**src/rtl/lppc_pkg.sv**
```systemverilog
`timescale 1ns / 1ps

package lppc_pkg;

  localparam logic [15:0] CRC_POLY      = 16'h8005;
  localparam logic [15:0] MAX_LEN_RESET = 16'd4096;
  localparam int          HEAD_END      = 7;
  localparam int          POS_W         = 17;

  localparam logic [1:0] STATUS_OK       = 2'd0;
  localparam logic [1:0] STATUS_TOO_LONG = 2'd1;
  localparam logic [1:0] STATUS_BAD_CRC  = 2'd2;

  typedef struct packed {
    logic [7:0] rx_byte;
    logic       start_of_packet;
  } in_item_t;

  typedef struct packed {
    logic [1:0]  status;
    logic [7:0]  source_node;
    logic [7:0]  dest_node;
    logic [7:0]  send_sequence;
    logic [7:0]  ack_sequence;
    logic [7:0]  packet_kind;
    logic [15:0] payload_length;
    logic [15:0] received_check;
    logic [15:0] computed_check;
  } out_item_t;

  // byte-wide crc update, msb first, no reflection
  function automatic logic [15:0] crc_feed(input logic [15:0] crc, input logic [7:0] b);
    logic [15:0] c;
    c = crc ^ {b, 8'h00};
    for (int k = 0; k < 8; k++) begin
      if (c[15]) begin
        c = {c[14:0], 1'b0} ^ CRC_POLY;
      end else begin
        c = {c[14:0], 1'b0};
      end
    end
    return c;
  endfunction

endpackage

```
**src/rtl/length_prefixed_packet_checker_top.sv**
```systemverilog
`timescale 1ns / 1ps

// Length-prefixed packet checker.
// in channel: one received byte per item, start_of_packet marks the first
// byte of a packet and restarts parsing from any state. Packet layout:
// 16-bit big-endian payload length, source, destination, send sequence,
// ack sequence, type, payload, 16-bit big-endian CRC-16 (poly 0x8005,
// init 0) over every byte before the trailer.
// out channel: at most one item per packet, after the last trailer byte, or right
// after the second byte when the length exceeds max_payload_length.
// cfg_wr_en / cfg_wr_data write max_payload_length (reset value 4096).
// Throughput is one byte per cycle while in_stall is low: the byte-wide
// crc update and the position compare sit between the parser state
// registers. The output register raises out_valid in the cycle after the
// accepted byte. in_stall rises only while a result is held in the output
// register and the receiver stalls it. Synchronous reset clears the parser
// to idle and empties the output register.
module length_prefixed_packet_checker_top (
  input  logic                clk,
  input  logic                rst,
  input  logic                in_valid,
  output logic                in_stall,
  input  lppc_pkg::in_item_t  in_item,
  output logic                out_valid,
  input  logic                out_stall,
  output lppc_pkg::out_item_t out_item,
  input  logic                cfg_wr_en,
  input  logic [15:0]         cfg_wr_data
);

  logic [15:0]                  max_payload_length;
  logic [lppc_pkg::POS_W-1:0]   byte_position, byte_position_next;
  logic                         parsing_active, parsing_active_next;
  logic [15:0]                  length_register, length_register_next;
  logic [15:0]                  crc_register, crc_register_next;
  logic [7:0]                   header_bytes [5];
  logic [7:0]                   header_bytes_next [5];
  logic [15:0]                  trailer_register, trailer_register_next;

  logic                         in_accept;
  logic                         emit;
  lppc_pkg::out_item_t          result;

  logic [lppc_pkg::POS_W-1:0]   p;
  logic [lppc_pkg::POS_W-1:0]   limit;
  logic [15:0]                  len_base, crc_base, trl_base, full_len, full_trl;

  assign in_stall  = out_valid && out_stall;
  assign in_accept = in_valid && !in_stall;

  always_comb begin
    byte_position_next    = byte_position;
    parsing_active_next   = parsing_active;
    length_register_next  = length_register;
    crc_register_next     = crc_register;
    trailer_register_next = trailer_register;
    header_bytes_next     = header_bytes;
    emit                  = 1'b0;
    result                = '0;

    // start byte clears the packet context before it is parsed
    if (in_item.start_of_packet) begin
      p        = '0;
      len_base = '0;
      crc_base = '0;
      trl_base = '0;
      for (int j = 0; j < 5; j++) begin
        header_bytes_next[j] = '0;
      end
    end else begin
      p        = byte_position;
      len_base = length_register;
      crc_base = crc_register;
      trl_base = trailer_register;
    end

    limit    = {1'b0, len_base} + lppc_pkg::POS_W'(lppc_pkg::HEAD_END);
    full_len = {len_base[15:8], in_item.rx_byte};
    full_trl = {trl_base[15:8], in_item.rx_byte};

    if (in_item.start_of_packet || parsing_active) begin
      parsing_active_next  = 1'b1;
      byte_position_next   = p + lppc_pkg::POS_W'(1);
      length_register_next = len_base;
      crc_register_next    = crc_base;
      trailer_register_next = trl_base;

      if (p < limit) begin
        crc_register_next = lppc_pkg::crc_feed(crc_base, in_item.rx_byte);
        if (p == '0) begin
          length_register_next = {in_item.rx_byte, 8'h00};
        end else if (p == lppc_pkg::POS_W'(1)) begin
          length_register_next = full_len;
          if (full_len > max_payload_length) begin
            parsing_active_next   = 1'b0;
            emit                  = 1'b1;
            result.status         = lppc_pkg::STATUS_TOO_LONG;
            result.payload_length = full_len;
          end
        end else if (p < lppc_pkg::POS_W'(lppc_pkg::HEAD_END)) begin
          header_bytes_next[p[2:0] - 3'd2] = in_item.rx_byte;
        end
      end else if (p == limit) begin
        trailer_register_next = {in_item.rx_byte, 8'h00};
      end else begin
        trailer_register_next = full_trl;
        parsing_active_next   = 1'b0;
        emit                  = 1'b1;
        result.status         = (full_trl == crc_base) ? lppc_pkg::STATUS_OK
                                                       : lppc_pkg::STATUS_BAD_CRC;
        result.source_node    = header_bytes_next[0];
        result.dest_node      = header_bytes_next[1];
        result.send_sequence  = header_bytes_next[2];
        result.ack_sequence   = header_bytes_next[3];
        result.packet_kind    = header_bytes_next[4];
        result.payload_length = len_base;
        result.received_check = full_trl;
        result.computed_check = crc_base;
      end
    end
  end

  always_ff @(posedge clk) begin
    if (rst) begin
      max_payload_length <= lppc_pkg::MAX_LEN_RESET;
      byte_position      <= '0;
      parsing_active     <= 1'b0;
      length_register    <= '0;
      crc_register       <= '0;
      trailer_register   <= '0;
      for (int j = 0; j < 5; j++) begin
        header_bytes[j] <= '0;
      end
      out_valid          <= 1'b0;
    end else begin
      if (cfg_wr_en) begin
        max_payload_length <= cfg_wr_data;
      end
      if (in_accept) begin
        byte_position    <= byte_position_next;
        parsing_active   <= parsing_active_next;
        length_register  <= length_register_next;
        crc_register     <= crc_register_next;
        trailer_register <= trailer_register_next;
        header_bytes     <= header_bytes_next;
      end
      if (in_accept && emit) begin
        out_valid <= 1'b1;
      end else if (out_valid && !out_stall) begin
        out_valid <= 1'b0;
      end
    end
  end

  always_ff @(posedge clk) begin
    if (in_accept && emit) begin
      out_item <= result;
    end
  end

endmodule

```
**config.mk**
```make
export PLATFORM = sky130hd
export DESIGN_NAME = length_prefixed_packet_checker_top
export DESIGN_NICKNAME = d
export VERILOG_FILES = /design/src/rtl/lppc_pkg.sv /design/src/rtl/length_prefixed_packet_checker_top.sv
export SDC_FILE = /design/constraint.sdc
export NUM_CORES = 1
export LEC_CHECK = 0
export BUFFER_PORTS_ARGS = -buffer_cell sky130_fd_sc_hd__buf_4
export CAP_MARGIN = 20
export CORE_MARGIN = 2
export CORE_UTILIZATION = 52
export CTS_CLUSTER_DIAMETER = 60
export DETAILED_ROUTE_END_ITERATION = 8
export HOLD_SLACK_MARGIN = 0.02
export PLACE_DENSITY_LB_ADDON = 0.25
export SLEW_MARGIN = 0
export SYNTH_ARGS = -nofsm -noshare
export SYNTH_HDL_FRONTEND = slang
export SYNTH_SLANG_ARGS = --single-unit
```
**constraint.sdc**
```tcl
create_clock -name clk -period 8.7 [get_ports clk]
set_input_delay 0 -clock clk [delete_from_list [all_inputs] [get_ports clk]]
set_output_delay 0 -clock clk [all_outputs]
set_load 0.05 [all_outputs]
```
# After elaboration in Yosys (flattened, before gate mapping)
# Index checks and enable logic that the tools add are counted.
dict set report classes {
  n_bitwise 11
  n_reduce_logical 12
  n_eq_ne 3
  add_sub_neg 3
  mux 64
  magnitude_cmp 5
}
# op n
set op_table {}
lappend op_table {{$mux 16} 34}
lappend op_table {{$mux 40} 6}
lappend op_table {{$mux 90} 1}
lappend op_table {{$bwmux 40} 1}
lappend op_table {{$demux 8 s3} 1}
lappend op_table {{$not 3->3} 8}
lappend op_table {{$add 16x3->17 const B} 1}
lappend op_table {{$add 17x1->17 const B} 1}
lappend op_table {{$eq 17x1->1 const B} 1}
lappend op_table {{$eq 17x17->1} 1}
lappend op_table {{$logic_not 17->1} 1}
lappend op_table {{$lt 17x17->1} 1}
lappend op_table {{$lt 17x3->1 const B} 1}
lappend op_table {{$mux 17} 1}
lappend op_table {{$eq 16x16->1} 1}
lappend op_table {{$gt 16x16->1} 1}
lappend op_table {{$mux 1} 16}
lappend op_table {{$mux 8} 2}
lappend op_table {{$xor 16x16->16} 1}
lappend op_table {{$logic_and 1x1->1} 5}
lappend op_table {{$ge 4x4->1 const B} 1}
lappend op_table {{$lt 4x1->1 const B} 1}
lappend op_table {{$mux 2} 2}
lappend op_table {{$not 3->4} 1}
lappend op_table {{7 further kinds} 8}
dict set report word_totals {
  input_bits 30
  register_bits 205
  wordCells 119
  output_inout_bits 92
}

# Depth between registers and ports, before layout
# Gate-level depths: netlist (run 1).
dict set report logic_depth {
  depth_word 33
  ltp_mapped 25
  mapped_depth_nobuf 18
}

# Least setup slack after synthesis (run 1)
# No wires, ideal clock.
dict set report synth_path {
  path_type {input to register}
  start {input in_item[0] (netlist bit)}
  end {register out_item[0] (netlist bit) (enable)}
  t_arrival_ns 5.573
  cell_stages 18
  setup_ns 0.460
  n_path_buf 3
  slack_ns 2.667
  required_time_ns 8.240
  cell_sequence {buf_2 > inv_1 > clkbuf_1 > clkbuf_1 > nand2_1 > ha_1 > inv_1 > o2111ai_1 > nor3_1 > and3_1 > xnor2_1 > ha_1 > and3_1 > a221o_1 > a21oi_4 > nand4_1 > o2bb2ai_1 > and2_1}
}
dict set report synth_via {
  elab_chain_len 8
  elab_cells_between_ends 16
  cone_classes {add/sub: 1; order compare: 2; eq/ne: 2; mux: 8; reduce/logical: 3}
}
# element line
set synth_rtl {}
lappend synth_rtl {{start: declaration} length_prefixed_packet_checker_top.sv:23} ;# input lppc_pkg::in_item_t in_item,
lappend synth_rtl {{branches (longest 6 deep; another with $add 16x3->17)} -}
lappend synth_rtl {{$mux 1 *} length_prefixed_packet_checker_top.sv:81} ;# if (in_item.start_of_packet || parsing_active) begin
lappend synth_rtl {{$logic_and 1x1->1 *} length_prefixed_packet_checker_top.sv:156} ;# if (in_accept && emit) begin
lappend synth_rtl {{end signal: assignment} length_prefixed_packet_checker_top.sv:157} ;# out_item <= result;
lappend synth_rtl {{end: declaration} length_prefixed_packet_checker_top.sv:26} ;# output lppc_pkg::out_item_t out_item,
# Mark *: on every way between the ends.
# A chain may end at the register's enable or synchronous reset.

# Worst setup path in the final report (run 1)
dict set report layout_path {
  start {input in_item[0] (netlist bit)}
  end {register out_item[70] (netlist bit) (enable)}
}
# Same word-level chain as after synthesis.

==> metrics.csv, run 1 <==
stage;metric;value;unit
timing;timing.slew.headroom;33.6;%
clock_tree;cts.sinks;205;
global_routing;overflow;0;
placement;gp_congestion;0.923;
layout;final_cell_mix;124 x buf_4, 115 x dfxtp_1, 102 x nor2_1, 90 x edfxtp_1, 61 x nand2_1;
timing;worst_slack;3320;ps
hold_path;min_path_type;in -> reg;
die;initial_core_util;53.4;%
layout;layout_commonest_cell;buf_4;
timing;slew_violations;0;
timing;fin_skew;11.3;ps
yosys;synth_cell_types;66;
worst_setup_path;crit_required;8820;ps
timing;setup_viol_count_final;0;
yosys;ys_ff_latch;205;
route;drcViolationCount;0;
route;drt_iter0_drc;780;
yosys;synth_flop_cell;dfxtp_1;
yosys;ys_warn_count;0;
clock_tree;clk_latency;500;ps
yosys;synth.net_count;1026;
global_routing;first_global_vias;7326;
worst_setup_path;slowest_delay;720;ps
layout;ff_latch_area;5000;µm²
die;die_x;141;µm
clock_tree;cts.clk_slew.worst_paths;60;ps
die;row_count;49;
yosys;synth_edf_count;90;
clock_tree;clockBufferDepth;3;
clock_tree;root_buffer;clkbuf_16;
worst_setup_path;cp-start-kind;input pin;
die;core-area;18100;µm²
timing;finalSetupTns;0;ps
timing;rsz0062_at_grt;no;
layout;drive_gt1_share;15.1;%
layout;multi_input_area;4310;µm²
route;antenna_left;0;
route;vias;7675;
timing;worstMarginPinSlew;995;ps
flow_run;maxCapViolCount;0;
power;p_leak;0.00472;µW
worst_setup_path;crit_arrival;5500;ps
clock_tree;cts_tree;yes;
worst_setup_path;worst_setup_path_end_kind;flop;
placement;dp_slack;2900;ps
layout;antenna_cells;0;
route;viasPerCell;5.71;
global_routing;antenna_found_initial;0;
route;finalWirelength;24900;µm
timing;fmax;186;MHz
timing;hold_viol;0;
route;routedWlPerCell;18.6;µm
global_routing;groute.usage.overall;25.0;%
power;power.density;179;nW/µm²
yosys;postSynthCellCount;959;
global_routing;grt_max_degree;69;
timing;finalCriticalPeriod;5380;ps
clock_tree;cts_max_level;1;
route;drtPass1Iterations;5;
yosys;seq_area_frac_synth;51.6;%
layout;syn2layout_area_growth;22.1;%
timing;timing.final.crit_share;61.8;%
worst_setup_path;crit_buf_inv;4;
power;ir_worst_vdd;0.125;mV
yosys;syn_area_per_cell;10.1;µm²
die;die_area;19700;µm²
worst_setup_path;cp_top_family;buffers and inverters;
die;fp.dieH;141;µm
global_routing;grt_pass1_wl;39300;µm
placement;portBuffers;121;
die;ios;122;
yosys;async_flop_share;0;%
clock_tree;cts_resized;0;
power;fin_total_pwr;2120;µW
worst_setup_path;critPathKind;in -> reg;
yosys;synth_area;9690;µm²
worst_setup_path;crit_fanout;68;
worst_setup_path;crit_chain;buf_4 -> inv_1 -> nand2_1 -> ha_1 -> inv_1 -> o2111ai_1 -> nor3_1 -> and3_1 -> xnor2_1 -> ha_1 -> and3_1 -> a221o_1 -> a21oi_4 -> nand4_1 -> o2bb2ai_1 -> and2_4 -> buf_4;
outcome;status;finished, final reports clean;
layout;finalNetCount;1165;
clock_tree;cts_setup_buffers;0;
layout;n_fill_cell;1469;
clock_tree;numCtsBuffers;22;
worst_setup_path;cpMaxStageDelayCell;buf_4;
placement;hpwl;16100;µm
clock_tree;postCtsHoldBufs;43;
[worst min-delay path: cells and delay by family]
family | cells | cell delay, ps
AOI/OAI and AO/OA | 1 | 110
and+or+nand+nor | 1 | 310
buffers and inverters | 1 | 280
[power by group]
group / switching, µW / internal (µW)
sequential: 17.6 / 1010
combinational: 105 / 72.2
clock: 373 / 545
total: 496 / 1630
[cell type report]
class | count | share of cell area (%)
clock buffer | 28 | 5.02
timing repair buffer | 168 | 11.5
clock inverter | 12 | 0.983
sequential | 205 | 42.3
inverter | 41 | 1.30
multi-input combinational | 660 | 36.4
tap | 229 | 2.42
[cells by family (layout without fill, tap and decap cells)]
group,Yosys count,after routing,share of synthesized area (%)
buffers and inverters,94,249,3.87
AND/OR/NAND/NOR,378,378,20.1
adder cells (fa/ha/maj),37,37,4.78
AO/OA/AOI/OAI,166,166,12.3
multiplexers,15,15,1.55
flip-flops,205,205,51.6
XOR/XNOR,64,64,5.78
[cell usage after synthesis, types with 14 or more instances]
library cell	number	area, µm²
mux2i_1	15	150
dfxtp_1	115	2300
nor3_1	14	70.1
and3_1	32	200
edfxtp_1	90	2700
xor2_1	15	131
nand3_1	43	215
clkbuf_1	33	124
and2_1	61	382
ha_1	37	463
a22o_1	39	342
xnor2_1	49	429
nor2_1	102	383
nor2b_1	31	194
nand2_1	61	229
inv_1	41	154
a21oi_1	40	200
[final timing paths]
path                           start          endpoint  slack [ps]  cells past startpoint
setup / recovery          in_item[0]      out_item[70]        3320                     17
hold / removal            in_item[0]  byte_position[0]         280                      3
setup reg to reg  length_register[0]      out_item[70]        3550                     15
hold reg to reg     header_bytes[10]  header_bytes[10]         460                      2
[stage by stage]
step	std cells	util (%)	instance area (µm²)	hold WS, ps
floorplan	959	-	9690	130
global placement	1259	58.9	10700	224
detailed placement	1259	58.9	10700	231
CTS	1342	65.2	11800	251
global route	1343	65.2	11800	343
finish	1343	65.2	11800	278
[sequential cells by signal, summed over array words and instances, names as in the netlist]
signal and count:
out_valid 1, header_bytes 40, parsing_active 1, crc_register 16, length_register 16, max_payload_length 16
out_item 90, trailer_register 8, byte_position 17
[metal layers]
layer	wire length, µm	GRT usage, %	up-vias	part of all wire, %
li1	-	-	3664	-
met1	10800	33.7	3652	43
met2	11700	40.7	301	47
met3	1660	4.17	58	6.7
met4	835	9.68	0	3.3
met5	0	0	-	0
No activity file was read; power rests on OpenSTA's default activity.
==> run 2: changes to the inputs <==
--- a/config.mk
+++ b/config.mk
@@ -5,6 +5,7 @@
 export SDC_FILE = /design/constraint.sdc
 export NUM_CORES = 1
 export LEC_CHECK = 0
+export ABC_AREA = 1
 export BUFFER_PORTS_ARGS = -buffer_cell sky130_fd_sc_hd__buf_4
 export CAP_MARGIN = 20
 export CORE_MARGIN = 2
==> constraint.sdc (replaced) <==
create_clock -name clk -period 5.2 [get_ports clk]
set_input_delay 0 -clock clk [delete_from_list [all_inputs] [get_ports clk]]
set_output_delay 0 -clock clk [all_outputs]
set_load 0.05 [all_outputs]
==> metrics.csv, run 2 <==
stage;metric;value;unit;change
worst_setup_path;crit_required;5370;ps;was 8820 ps
worst_setup_path;critPathKind;reg -> reg;;was in -> reg
timing;slew_violations;0;;unchanged
global_routing;antenna_found_initial;0;;unchanged
yosys;synth_top_area_share;25.2;%;was 27.9%
layout;largest_reg_flops;90;;unchanged
yosys;synth_cell_types;54;;was 66
global_routing;use_met3;3.52;%;was 4.17%
clock_tree;cts_max_level;1;;unchanged
yosys;ys_ff_latch;205;;unchanged
yosys;syn_area_per_cell;8.18;µm²;was 10.1 µm²
power;ir_worst_vdd;0.305;mV;was 0.125 mV
timing;fin_skew;16.0;ps;was 11.3 ps
timing;fmax;225;MHz;
die;row_count;52;;was 49
die;core-area;20200;µm²;was 18100 µm²
global_routing;grtUsageMet2;42.4;%;was 40.7%
yosys;postSynthCellCount;1313;;was 959
global_routing;gr-usage-met1;33.5;%;was 33.7%
die;fp.dieH;148;µm;was 141 µm
clock_tree;cts_setup_buffers;0;;unchanged
placement;place_area;11700;µm²;was 10700 µm²
clock_tree;cts.clk_slew.worst_paths;70;ps;was 60 ps
placement;hpwl;18000;µm;was 16100 µm
timing;finalCriticalPeriod;4440;ps;
timing;timing.slew.headroom;42.8;%;was 33.6%
placement;portBuffers;121;;unchanged
timing;worstMarginPinSlew;858;ps;was 995 ps
layout;final_cell_mix;240 x nand2_1, 161 x nor2_1, 153 x a21oi_1, 130 x buf_4;;was 124 x buf_4, 115 x dfxtp_1, 102 x nor2_1, 90 x edfxtp_1, 61 x nand2_1
yosys;yosysTopAreaCell;edfxtp_1;;unchanged
route;routedWlPerCell;16.3;µm;was 18.6 µm
layout;finalNetCount;1492;;was 1165
timing;timing.final.crit_share;85.4;%;
yosys;async_flop_share;0;%;unchanged
timing;finalSetupTns;0;ps;unchanged
route;drtPass1Iterations;8;;was 5
route;vias;9471;;was 7675
die;initial_core_util;53.1;%;was 53.4%
placement;gp_congestion;0.912;;was 0.923
yosys;synth_commonest_cells;242 x nand2_1, 161 x nor2_1, 153 x a21oi_1, 116 x inv_1, 115 x dfxtp_1;;was 115 x dfxtp_1, 102 x nor2_1, 90 x edfxtp_1, 61 x and2_1, 61 x nand2_1
global_routing;grt_pass1_wl;44200;µm;was 39300 µm
die;die_area;21800;µm²;was 19700 µm²
route;finalWirelength;27800;µm;was 24900 µm
route;drt_iter0_drc;878;;was 780
worst_setup_path;crit_fanout;25;;was 68
clock_tree;postCtsHoldBufs;26;;was 43
clock_tree;cts_resized;0;;unchanged
global_routing;groute.usage.overall;25.1;%;was 25.0%
timing;setup_viol_count_final;0;;unchanged
yosys;synth_flop_cell;dfxtp_1;;unchanged
clock_tree;clk_latency;520;ps;was 500 ps
flow_run;maxCapViolCount;0;;unchanged
power;fin_total_pwr;3910;µW;was 2120 µW
route;antenna_left;0;;unchanged
layout;antenna_cells;0;;unchanged
layout;final_cell_area;12800;µm²;was 11800 µm²
yosys;synth.most_common_cell;nand2_1;;was dfxtp_1
layout;largest_register;out_item;;unchanged
route;viasPerCell;5.53;;was 5.71
hold_path;min_path_type;in -> reg;;unchanged
yosys;ys_top_cells_by_area;edfxtp_1 25%, dfxtp_1 21%, nand2_1 8.5%, a21oi_1 7.1%, nor2_1 5.6%;;was edfxtp_1 28%, dfxtp_1 24%, ha_1 4.8%, xnor2_1 4.4%, nor2_1 4.0%
power;p_leak;0.00521;µW;was 0.00472 µW
power;power.density;305;nW/µm²;was 179 nW/µm²
die;ios;122;;unchanged
layout;layout_commonest_cell;nand2_1;;was buf_4
worst_setup_path;cp-start-kind;flop;;was input pin
clock_tree;numCtsBuffers;23;;was 22
timing;rsz0062_at_grt;no;;unchanged
worst_setup_path;crit_arrival;4610;ps;was 5500 ps
layout;reg_top3;out_item (90), header_bytes (40), byte_position (17);;unchanged
timing;hold_viol;0;;unchanged
layout;drive_gt1_share;16.1;%;was 15.1%
placement;place_inst;1644;;was 1259
worst_setup_path;worst_setup_path_end_kind;flop;;unchanged
layout;syn2layout_area_growth;19.6;%;was 22.1%
layout;n_fill_cell;1739;;was 1469
outcome;status;finished, final reports clean;;unchanged
yosys;synth_area;10700;µm²;was 9690 µm²
clock_tree;root_buffer;clkbuf_16;;unchanged
yosys;synth.net_count;1380;;was 1026
route;drcViolationCount;0;;unchanged
die;die_x;148;µm;was 141 µm
clock_tree;clockBufferDepth;3;;unchanged
clock_tree;cts.sinks;205;;unchanged
global_routing;first_global_vias;8705;;was 7326
global_routing;top_usage_layer;met2;;unchanged
layout;finalNonFillerCells;1712;;was 1343
yosys;seq_area_frac_synth;46.6;%;was 51.6%
clock_tree;cts_tree;yes;;unchanged
yosys;synth_edf_count;90;;unchanged
global_routing;grt_max_degree;74;;was 69
global_routing;overflow;0;;unchanged
yosys;ys_warn_count;0;;unchanged
run 2: logic make-up after synthesis:
group                    share of synthesized area (%)
buffers and inverters                             7.78
adder cells (fa/ha/maj)                           4.31
flip-flops                                        46.6
AO/OA/AOI/OAI                                     16.0
XOR/XNOR                                          2.41
AND/OR/NAND/NOR                                   22.8
run 2: where the power goes:
part	switching (µW)	internal (µW)	total [µW]
registers	17.4	1700	1720
logic	262	121	383
clock network	661	1150	1810
total	941	2970	3910
run 2: area by class of cell:
type | count | area (µm²) | area share (%)
Multi-Input combinational cell | 912 | 4900 | 38.2
Tap cell | 270 | 338 | 2.63
Timing Repair Buffer | 157 | 1260 | 9.79
Sequential cell | 205 | 5000 | 39.0
Clock buffer | 27 | 621 | 4.83
Clock inverter | 15 | 233 | 1.81
Inverter | 126 | 484 | 3.77
run 2: stage by stage:
stage	hold WS [ps]	utilization (%)	setup WS [ps]
detailed placement	227	57.9	848
global placement	220	57.9	961
floorplan	111	-	292
finish	93.3	63.4	762
global route	101	63.4	322
CTS	70.5	63.4	830
run 2: layer usage:
metal,vias to the layer above,share of wire (%)
met4,0,2.9
met5,-,0
met2,349,48
met3,58,7.0
met1,4394,42
li1,4670,-
run 2: final timing paths:
path	depth (start not counted)	from	end	slack, ps
worst max-delay path	26	length_register[1]	out_item[40]	760
worst min-delay path	2	rst	header_bytes[12]	90
worst max register to register	26	length_register[1]	out_item[40]	760
worst min register to register	2	max_payload_length[5]	max_payload_length[5]	460
run 2: worst max-delay path, stage by stage (launching register included):
cell,delay (ps)
dfxtp_1,310
inv_1,40
nor2_1,80
inv_1,90
ha_1,250
a21oi_2,190
nand3_1,150
nor3_2,170
nand3_1,150
nor3_2,190
and3_1,220
nand3_1,80
ha_1,300
nand2_1,90
inv_1,40
nand3_1,110
inv_1,60
a21oi_1,140
nand2_1,80
inv_1,90
nand2_2,110
inv_1,210
nand3_1,180
o21ai_1,140
nand2_1,130
clkinvlp_4,130
buf_4,350
==> run 3: changes to the inputs <==
--- a/config.mk
+++ b/config.mk
@@ -9,11 +9,12 @@
 export BUFFER_PORTS_ARGS = -buffer_cell sky130_fd_sc_hd__buf_4
 export CAP_MARGIN = 20
 export CORE_MARGIN = 2
-export CORE_UTILIZATION = 52
+export CORE_UTILIZATION = 55
 export CTS_CLUSTER_DIAMETER = 60
 export DETAILED_ROUTE_END_ITERATION = 8
 export HOLD_SLACK_MARGIN = 0.02
 export PLACE_DENSITY_LB_ADDON = 0.25
+export REMOVE_ABC_BUFFERS = 1
 export SLEW_MARGIN = 0
 export SYNTH_ARGS = -nofsm -noshare
 export SYNTH_HDL_FRONTEND = slang
==> metrics.csv, run 3 (synthesis gave the netlist of run 2 again) <==
stage;metric;value;unit;change
outcome;status;finished, final reports clean;;unchanged
layout;finalNetCount;1502;;was 1492
timing;hold_viol;0;;unchanged
timing;rsz0062_at_grt;no;;unchanged
placement;dp_slack;721;ps;was 848 ps
power;p_leak;0.00521;µW;about the same
timing;worstMarginPinSlew;811;ps;was 858 ps
layout;syn2layout_area_growth;19.7;%;was 19.6%
power;combPwrFrac;10.5;%;was 9.8%
die;die_area;20700;µm²;was 21800 µm²
clock_tree;cts_tree;yes;;unchanged
power;pwr-share-seq;45.7;%;was 43.9%
timing;setup_viol_count_final;0;;unchanged
worst_setup_path;critPathKind;reg -> reg;;unchanged
die;ios;122;;unchanged
layout;largest_reg_flops;90;;unchanged
clock_tree;clockBufferDepth;3;;unchanged
route;vias;9606;;was 9471
timing;fin_skew;15.7;ps;was 16.0 ps
clock_tree;postCtsHoldBufs;35;;was 26
timing;timing.final.crit_share;86.6;%;was 85.4%
clock_tree;clk_latency;510;ps;was 520 ps
layout;final_cell_mix;240 x nand2_1, 161 x nor2_1, 153 x a21oi_1, 132 x buf_4;;was 240 x nand2_1, 161 x nor2_1, 153 x a21oi_1, 130 x buf_4
timing;slew_violations;0;;unchanged
worst_setup_path;crit_fanout;35;;was 25
global_routing;antenna_found_initial;0;;unchanged
timing;fmax;222;MHz;was 225 MHz
flow_run;maxCapViolCount;0;;unchanged
global_routing;groute.usage.overall;27.4;%;was 25.1%
timing;hold_ws;128;ps;was 93.3 ps
route;drcViolationCount;0;;unchanged
die;row_count;51;;was 52
power;power.density;293;nW/µm²;was 305 nW/µm²
power;swShare;24.8;%;was 24.0%
worst_setup_path;worst_setup_path_end_kind;flop;;unchanged
clock_tree;cts.sinks;205;;unchanged
global_routing;overflow;0;;unchanged
timing;timing.slew.headroom;45.9;%;was 42.8%
power;switchingPower;933;µW;was 941 µW
power;p_clk_share;43.8;%;was 46.3%
hold_path;min_path_type;in -> reg;;unchanged
layout;largest_register;out_item;;unchanged
route;drt_iter0_drc;908;;was 878
clock_tree;root_buffer;clkbuf_16;;unchanged
worst_setup_path;crit_required;5360;ps;was 5370 ps
global_routing;grt_pass1_wl;45100;µm;was 44200 µm
timing;finalSetupTns;0;ps;unchanged
placement;place_inst;1641;;was 1644
global_routing;first_global_vias;8950;;was 8705
timing;finalCriticalPeriod;4500;ps;was 4440 ps
route;finalWirelength;28300;µm;was 27800 µm
worst_setup_path;rrSetupSlack;700;ps;was 760 ps
placement;gp_congestion;0.963;;was 0.912
layout;antenna_cells;0;;unchanged
route;viasPerCell;5.60;;was 5.53
layout;reg_top3;out_item (90), header_bytes (40), byte_position (17);;unchanged
die;core-area;19300;µm²;was 20200 µm²
global_routing;grt_max_degree;74;;unchanged
clock_tree;cts_setup_buffers;0;;unchanged
power;fin_total_pwr;3760;µW;was 3910 µW
worst_setup_path;cp-start-kind;flop;;unchanged
layout;finalNonFillerCells;1716;;was 1712
placement;portBuffers;121;;unchanged
placement;hpwl;18100;µm;was 18000 µm
layout;layout_commonest_cell;nand2_1;;unchanged
timing;worst_slack;699;ps;was 762 ps
die;fp.dieH;144;µm;was 148 µm
clock_tree;cts.clk_slew.worst_paths;60;ps;was 70 ps
route;routedWlPerCell;16.5;µm;was 16.3 µm
clock_tree;cts_max_level;1;;unchanged
route;antenna_left;0;;unchanged
layout;drive_gt1_share;16.0;%;was 16.1%
die;initial_core_util;55.5;%;was 53.1%
clock_tree;cts_resized;0;;unchanged
power;ir_worst_vdd;0.205;mV;was 0.305 mV
route;drtPass1Iterations;5;;was 8
die;die_x;144;µm;was 148 µm
clock_tree;numCtsBuffers;22;;was 23
worst_setup_path;crit_arrival;4660;ps;was 4610 ps
power;internal_power;2830;µW;was 2970 µW
## run 3: power groups by stage
stage               clock network, µW  logic, µW  registers [µW]
floorplan                           0        231            1750
global placement                    0        354            1750
detailed placement                  0        360            1750
CTS                              1670        385            1720
global route                     1740        435            1720
finish                           1650        395            1720
## run 3: final timing paths
path | startpoint | to | cells past startpoint
worst max register to register | length_register[1] | out_item[83] | 26
worst min-delay path | in_item[0] | out_item[9] | 2
worst min register to register | header_bytes[9] | header_bytes[9] | 2
worst max-delay path | length_register[1] | out_item[83] | 26
## run 3: stage by stage
step	util (%)	cell area, µm²
3_3_place_gp	60.7	11700
6_report	66.5	12900
4_1_cts	66.5	12900
5_1_grt	66.5	12900
3_5_place_dp	60.7	11700
2_1_floorplan	-	10400
## run 3: cell type report
class	count	area (µm²)
multi-input cells	912	4900
fillers	1627	6480
well taps	265	332
inverters	126	482
flip-flops and latches	205	5000
repair buffers	168	1360
clock inverters	13	155
clock buffers	27	621
## run 3: layer usage
metal  up-vias  share of wire [%]  track usage (%)
met3        51                6.7             3.03
met2       368                 48             47.6
met5         -                  0                0
met4         0                2.3             8.36
met1      4516                 43             36.1
li1       4671                  -                -
## run 3: worst max-delay path, cell delays in order (launching register included)
cell      delay [ps]
dfxtp_1          310
inv_1             50
nor2_1            80
inv_1             90
ha_1             250
a21oi_2          180
nand3_1          150
nor3_2           190
nand3_1          160
nor3_2           190
and3_1           220
nand3_1           90
ha_1             300
nand2_1           90
inv_1             40
nand3_1          110
inv_1             50
a21oi_1          140
nand2_1           90
inv_1             90
nand2_2          110
inv_1            200
nand3_1          190
o21ai_1          150
nand2_1          120
clkinv_2          90
buf_4            410
